===== src/rtl/oaht_ram.sv =====
module oaht_ram #(
    parameter int WIDTH = 8,
    parameter int DEPTH = 16
) (
    input  logic                     i_clk,
    input  logic                     i_we,
    input  logic [$clog2(DEPTH)-1:0] i_waddr,
    input  logic [WIDTH-1:0]         i_wdata,
    input  logic                     i_re,
    input  logic [$clog2(DEPTH)-1:0] i_raddr,
    output logic [WIDTH-1:0]         o_rdata
);

    logic [WIDTH-1:0] r_mem [DEPTH];
    logic [WIDTH-1:0] r_rdata;

    always_ff @(posedge i_clk) begin
        if (i_we) begin
            r_mem[i_waddr] <= i_wdata;
        end
        if (i_re) begin
            r_rdata <= r_mem[i_raddr];
        end
    end

    assign o_rdata = r_rdata;

endmodule


===== config.mk =====
export PLATFORM = sky130hd
export DESIGN_NAME = oaht_ram
export DESIGN_NICKNAME = d
export VERILOG_FILES = /design/src/rtl/oaht_ram.sv
export SDC_FILE = /design/constraint.sdc
export NUM_CORES = 1
export LEC_CHECK = 0
export BUFFER_PORTS_ARGS = -buffer_cell sky130_fd_sc_hd__buf_2
export CAP_MARGIN = 15
export CORE_UTILIZATION = 52
export DETAILED_ROUTE_END_ITERATION = 8
export GPL_TIMING_DRIVEN = 0
export PLACE_DENSITY = 0.83
export SETUP_SLACK_MARGIN = 0.3
export SLEW_MARGIN = 20
export SYNTH_ARGS = -nofsm -noshare
export SYNTH_HDL_FRONTEND = slang
export SYNTH_SLANG_ARGS = --single-unit

===== constraint.sdc =====
create_clock -name i_clk -period 1.8 [get_ports i_clk]
set_input_delay 0.36 -clock i_clk [delete_from_list [all_inputs] [get_ports i_clk]]
set_output_delay 0.36 -clock i_clk [all_outputs]
set_load 0.01 [all_outputs]

Word level (Yosys, flattened, before mapping). Memories as Yosys holds them, arrays and structs flattened. A register that Yosys moved wholly into a read port is not among the register bits. Cells that the tools add are included.

Multiplexer cells: 2.

Operator list (count): $mux 1 (2).

Bits in registers: 0. Bits in writable memories: 128. Input bits: 19. Output and inout port bits: 8. Logic and storage cells: 3. Memories: 1.

Memory list: r_mem (depth 16, bits a word 8, read ports 1, clocked after memory_dff 1, write ports 1, RTL line 14) `logic [WIDTH-1:0] r_mem [DEPTH];`.

Depth between registers and ports, before layout. Gate-level depths: netlist of the first run.

Word-level depth: 2. Gate-level depth with buffers: 5. Gate-level depth less buffers: 3.

Worst setup path before layout of the first run. Ideal clock, no wire load.

Path type: input-to-reg. From: input i_waddr[2]. To: memory r_mem[0][0], enable pin. Setup time: 0.383 ns. Arrival time: 1.470 ns. Required time: 1.417 ns. Slack: -0.053 ns. Cell stages on the path: 2. Path through: or3b_2 nor3_1.

RTL lines: start: declaration (RTL line 7) `input logic [$clog2(DEPTH)-1:0] i_waddr,`; end: declaration (RTL line 14).

Straight into the memory's write port.

Final worst setup path of the first run.
From: input i_waddr[2]. To: memory r_mem[2][4], enable pin.

Straight into the memory's write port.

==> flow_metrics.tcl, run 1 <==
set metrics [dict create \
    status "finished clean" \
    cts-root-buf "clkbuf_8" \
    firstDrtPassIters 5 \
    timing.hold.ws_ns 0.175 \
    ant_nets 0 \
    setup_viol 0 \
    ys_seq_elements 136 \
    final_cell_mix "edfxtp_1 (136), mux4_2 (31), buf_2 (28), clkbuf_16 (16), nor2_1 (13)" \
    worstSetupStartpointType "primary input" \
    num_vias 2590 \
    yosysTopAreaCell "edfxtp_1" \
    maxSlewViolCount 0 \
    wl_um 10500 \
    die_area_um2 10500 \
    power_density_nw_per_um2 1250 \
    reg2reg_from "r_mem[15][0]" \
    rsz0062_at_grt "true" \
    crit_chain "buf_2 -> or3b_2 -> nor2_1" \
    p_clk_share_pct 49.0 \
    fillers 655 \
    timing.setup.tns_ns 0 \
    grt_pass1_vias 2525 \
    hold_class "primary input to register" \
    htreeDepth 4 \
    ctsHoldBuffers 0 \
    die_height_um 102 \
    cp-startpoint "i_waddr[2]" \
    pwr-share-comb_pct 4.8 \
    p_leak_nw 2.02 \
    path_max_fanout 8 \
    synth_top_area_share_pct 78.1 \
    crit_family "simple AND/OR/NAND/NOR gates" \
    ys_top_cells_by_area "edfxtp_1 (78%), mux4_2 (7.8%), mux4_1 (7.0%), a22oi_1 (2.3%), nor2_1 (0.93%)" \
    clk_pin_slew_ns 0.06 \
    cap_violations 0 \
    seq_area_um2 4080 \
    antenna_cells 0 \
    track_usage_pct 22.3 \
    ys_warn_count 0 \
    antenna_found_initial 0 \
    synth_cells 229 \
    critPathBufInv 1 \
    finalHoldViolCount 0 \
    gp_congestion 0.768 \
    post_cts_buffers 0 \
    ys_seq_area_share_pct 78.1 \
    drive_above_1_share_pct 36.6 \
    io_buffers 25 \
    multiInputGateArea_um2 1050 \
    route.detailed.drc 0 \
    avgSynthCellArea_um2 22.8 \
    ys_types 18 \
    internal_power_mw 6.23 \
    maxSlewHeadroom_pct 41.4 \
    gr-total-overflow 0 \
    critPathRequiredTime_ns 1.95 \
    period_share_pct 86.7 \
    path_class "primary input to register" \
    core-area_um2 9770 \
    switching_share_pct 19.7 \
    cts-buffers-inserted 17 \
    io-pin-count 27 \
    vias_per_cell 6.21 \
    syn-num-nets 248 \
    cpPeakStageDelay_ns 0.68 \
    tritoncts "yes" \
    placementRows 36 \
    clk_latency_ns 0.53 \
    clk_path_buf_depth 2 \
    clock-sinks 136 \
    die_x_um 102 \
    wl_per_cell_um 25.1 \
    dr.first_iter.drc_count 263 \
    tightest_slew_ns 0.876 \
    hpwl_um 6270 \
    grt_max_degree 17 \
    synth.cell_area_um2 5230 \
    clock.fmax_mhz 641 \
    cp-end-kind "register" \
    irDropWorstVdd_v 0.000919 \
    p_seq_share_pct 46.2 \
    fin_skew_ns 0.00786 \
    area_growth_pct 18.4 \
    hold_start "i_re" \
    mostFrequentLayoutCell "edfxtp_1" \
    start_util_pct 53.5 \
    switchingPower_mw 1.53 \
    slowest_stage "nor2_1" \
    critPathArrivalTime_ns 1.71 \
    grt_pass1_wl_um 15500 \
    min_period_ns 1.56 \
    nets 292 \
]
-- repair_timing --
action | 4_1_cts | 5_1_grt
endpoints found under the setup margin | 11 | 35
resized for setup | 1 | 4
hold endpoints to repair | 0 | 0
-- cells by family (layout without fill, tap and decap cells) --
group	Yosys count	after routing	synth area share, %
compound gates	16	16	2.30
buf+inv	10	65	1.65
flops	136	136	78.1
mux	32	32	14.8
simple gates	35	35	3.14
-- worst paths after layout --
kind | slack [ns] | cells after the start | endpoint
setup / recovery | 0.24 | 3 | r_mem[2][4]
setup reg to reg | 0.31 | 3 | o_rdata[0]
hold reg to reg | 0.78 | 3 | o_rdata[7]
hold / removal | 0.18 | 1 | o_rdata[1]
-- metal layers --
metal	share of wire, %	track usage [%]
met5	0	0
met4	1.7	10.0
met3	9.5	6.70
met2	50	33.8
met1	39	30.4
-- synthesized netlist by cell type, drive strengths merged --
master,count
nand2b,2
a22oi,16
nor2b,1
and2b,1
edfxtp,136
buf,7
and2,1
nand2,9
nor2,13
or3b,1
nand3b,2
clkdlybuf4s25,3
nor3,4
mux4,32
nand3,1
-- registers in the layout, summed over array words and instances (netlist names) --
register / count
o_rdata: 8
r_mem: 128
-- power by group through the flow --
| stage | Sequential (mW) | Combinational [mW] | Clock (mW) |
|---|---|---|---|
| after floorplan | 3.66 | 0.197 | 0 |
| after global placement | 3.65 | 0.342 | 0 |
| after detailed placement | 3.65 | 0.356 | 0 |
| after CTS | 3.59 | 0.363 | 3.82 |
| after global routing | 3.59 | 0.394 | 3.96 |
| final | 3.59 | 0.369 | 3.80 |
-- metrics by stage --
| stage | setup slack (ns) | total power, mW | utilization [%] | cell area, um2 | cells |
|---|---|---|---|---|---|
| final | 0.240 | 7.76 | 63.3 | 6190 | 417 |
| after CTS | 0.294 | 7.77 | 63.1 | 6170 | 417 |
| after floorplan | 0.174 | 3.85 | - | 5230 | 229 |
| after global placement | -0.215 | 3.99 | 56.5 | 5520 | 387 |
| after detailed placement | -0.264 | 4.01 | 56.5 | 5520 | 387 |
| after global routing | 0.202 | 7.94 | 63.3 | 6190 | 417 |
-- final cells by class --
type / instances / share of cell area (%)
sequential: 136 / 66.0
multi-input combinational: 83 / 17.0
clock buffer: 17 / 6.69
clock inverter: 13 / 3.68
tap: 133 / 2.69
timing repair buffer: 25 / 2.02
buffer: 10 / 1.94
Note: power is estimated with default switching activity, not from simulation.
==> run 2: changes to the inputs <==
--- a/config.mk
+++ b/config.mk
@@ -11,6 +11,7 @@
 export DETAILED_ROUTE_END_ITERATION = 8
 export GPL_TIMING_DRIVEN = 0
 export PLACE_DENSITY = 0.83
+export RECOVER_POWER = 50
 export SETUP_SLACK_MARGIN = 0.3
 export SLEW_MARGIN = 20
 export SYNTH_ARGS = -nofsm -noshare
==> flow_metrics.tcl, run 2 (synthesis results as in run 1) <==
set metrics [dict create \
    die_area_um2 10500 \
    critPathBufInv 1 \
    ant_nets 0 \
    gr-total-overflow 0 \
    antenna_cells 0 \
    die_height_um 102 \
    mostFrequentLayoutCell "edfxtp_1" \
    hold_class "primary input to register" \
    timing.setup.tns_ns 0 \
    cts-root-buf "clkbuf_8" \
    htreeDepth 4 \
    multiInputGateArea_um2 1050 \
    busiest_layer "met2" \
    clock.fmax_mhz 641 \
    crit_family "simple AND/OR/NAND/NOR gates" \
    final_cell_mix "edfxtp_1 (136), mux4_2 (31), buf_2 (18), clkbuf_16 (16), nor2_1 (13)" \
    wl_per_cell_um 25.2 \
    seq_area_um2 4080 \
    clk_pin_slew_ns 0.06 \
    status "finished clean" \
    met3_usage_pct 6.70 \
    top_register "r_mem" \
    crit_chain "clkbuf_1 -> or3b_2 -> nor3_2" \
    slowest_stage "nor3_2" \
    ctsHoldBuffers 0 \
    dr.first_iter.drc_count 278 \
    start_util_pct 53.5 \
    firstDrtPassIters 6 \
    clk_path_buf_depth 2 \
    cp-end-kind "register" \
    finalHoldViolCount 0 \
    path_max_fanout 8 \
    p_leak_nw 1.99 \
    gp_congestion 0.768 \
    antenna_found_initial 0 \
    placed_cell_area_um2 5520 \
    critPathRequiredTime_ns 1.95 \
    drive_above_1_share_pct 32.7 \
    cap_violations 0 \
    power_mw 7.75 \
    period_share_pct 86.7 \
    route.detailed.drc 0 \
    grt_max_degree 17 \
    critPathArrivalTime_ns 1.71 \
    num_vias 2554 \
    fin_skew_ns 0.00613 \
    final_core_util_pct 63.2 \
    cts-buffers-inserted 17 \
    core-area_um2 9770 \
    clk_latency_ns 0.53 \
    rsz0062_at_grt "true" \
    irDropWorstVdd_v 0.000918 \
    reg2reg_slack_ns 0.31 \
    tightest_slew_ns 1.21 \
    post_cts_buffers 0 \
    path_class "primary input to register" \
    largest_reg_flops 128 \
    worstSetupStartpointType "primary input" \
    min_period_ns 1.56 \
    die_x_um 102 \
    grt_pass1_vias 2525 \
    io_buffers 25 \
    met2_usage_pct 33.8 \
    area_growth_pct 18.1 \
    maxSlewHeadroom_pct 18.8 \
    setup_viol 0 \
    final_area_um2 6170 \
    io-pin-count 27 \
    nets 292 \
    grt_pass1_wl_um 15500 \
    vias_per_cell 6.12 \
    tritoncts "yes" \
    grtUsageMet1_pct 30.4 \
    clock-sinks 136 \
    wl_um 10500 \
    cts_resized 1 \
    track_usage_pct 22.3 \
    cpPeakStageDelay_ns 0.66 \
    maxSlewViolCount 0 \
    fillers 662 \
    power_density_nw_per_um2 1260 \
    hpwl_um 6270 \
    placementRows 36 \
    timing.hold.ws_ns 0.254 \
]
run 2: worst reg2reg max path: stages (launching register included):
cell,delay (ns)
edfxtp_1,0.43
mux4_2,0.54
a22oi_2,0.18
nand2_1,0.09
run 2: path summary, 6_finish.rpt:
kind,from,endpoint,depth (start not counted)
worst max-delay path,i_we,r_mem[0][4],3
worst min register to register,r_mem[8][7],o_rdata[7],3
worst max register to register,r_mem[12][0],o_rdata[0],3
worst min-delay path,i_re,o_rdata[1],1
run 2: cell type report:
class,instances,area share (%)
sequential,136,66.2
multi-input combinational,83,17.0
clock buffer,17,6.71
clock inverter,13,3.69
tap,133,2.70
buffer,10,1.95
timing repair buffer,25,1.82
run 2: metal layers:
metal | routed length (um) | share of wire [%] | vias up
li1 | - | - | 1053
met1 | 4220 | 40 | 1340
met2 | 5200 | 49 | 142
met3 | 915 | 8.7 | 19
met4 | 183 | 1.7 | 0
met5 | 0 | 0 | -
run 2: power breakdown:
group / switching, mW / internal [mW] / total [mW]
sequential: 0.0181 / 3.57 / 3.59
clock: 1.29 / 2.51 / 3.80
combinational: 0.214 / 0.150 / 0.364
total: 1.53 / 6.23 / 7.75
run 2: through the flow:
step | worst slack [ns] | std cells
final | 0.239 | 417
after global routing | 0.163 | 417
after CTS | 0.294 | 417
after detailed placement | -0.264 | 387
after global placement | -0.215 | 387
after floorplan | 0.174 | 229
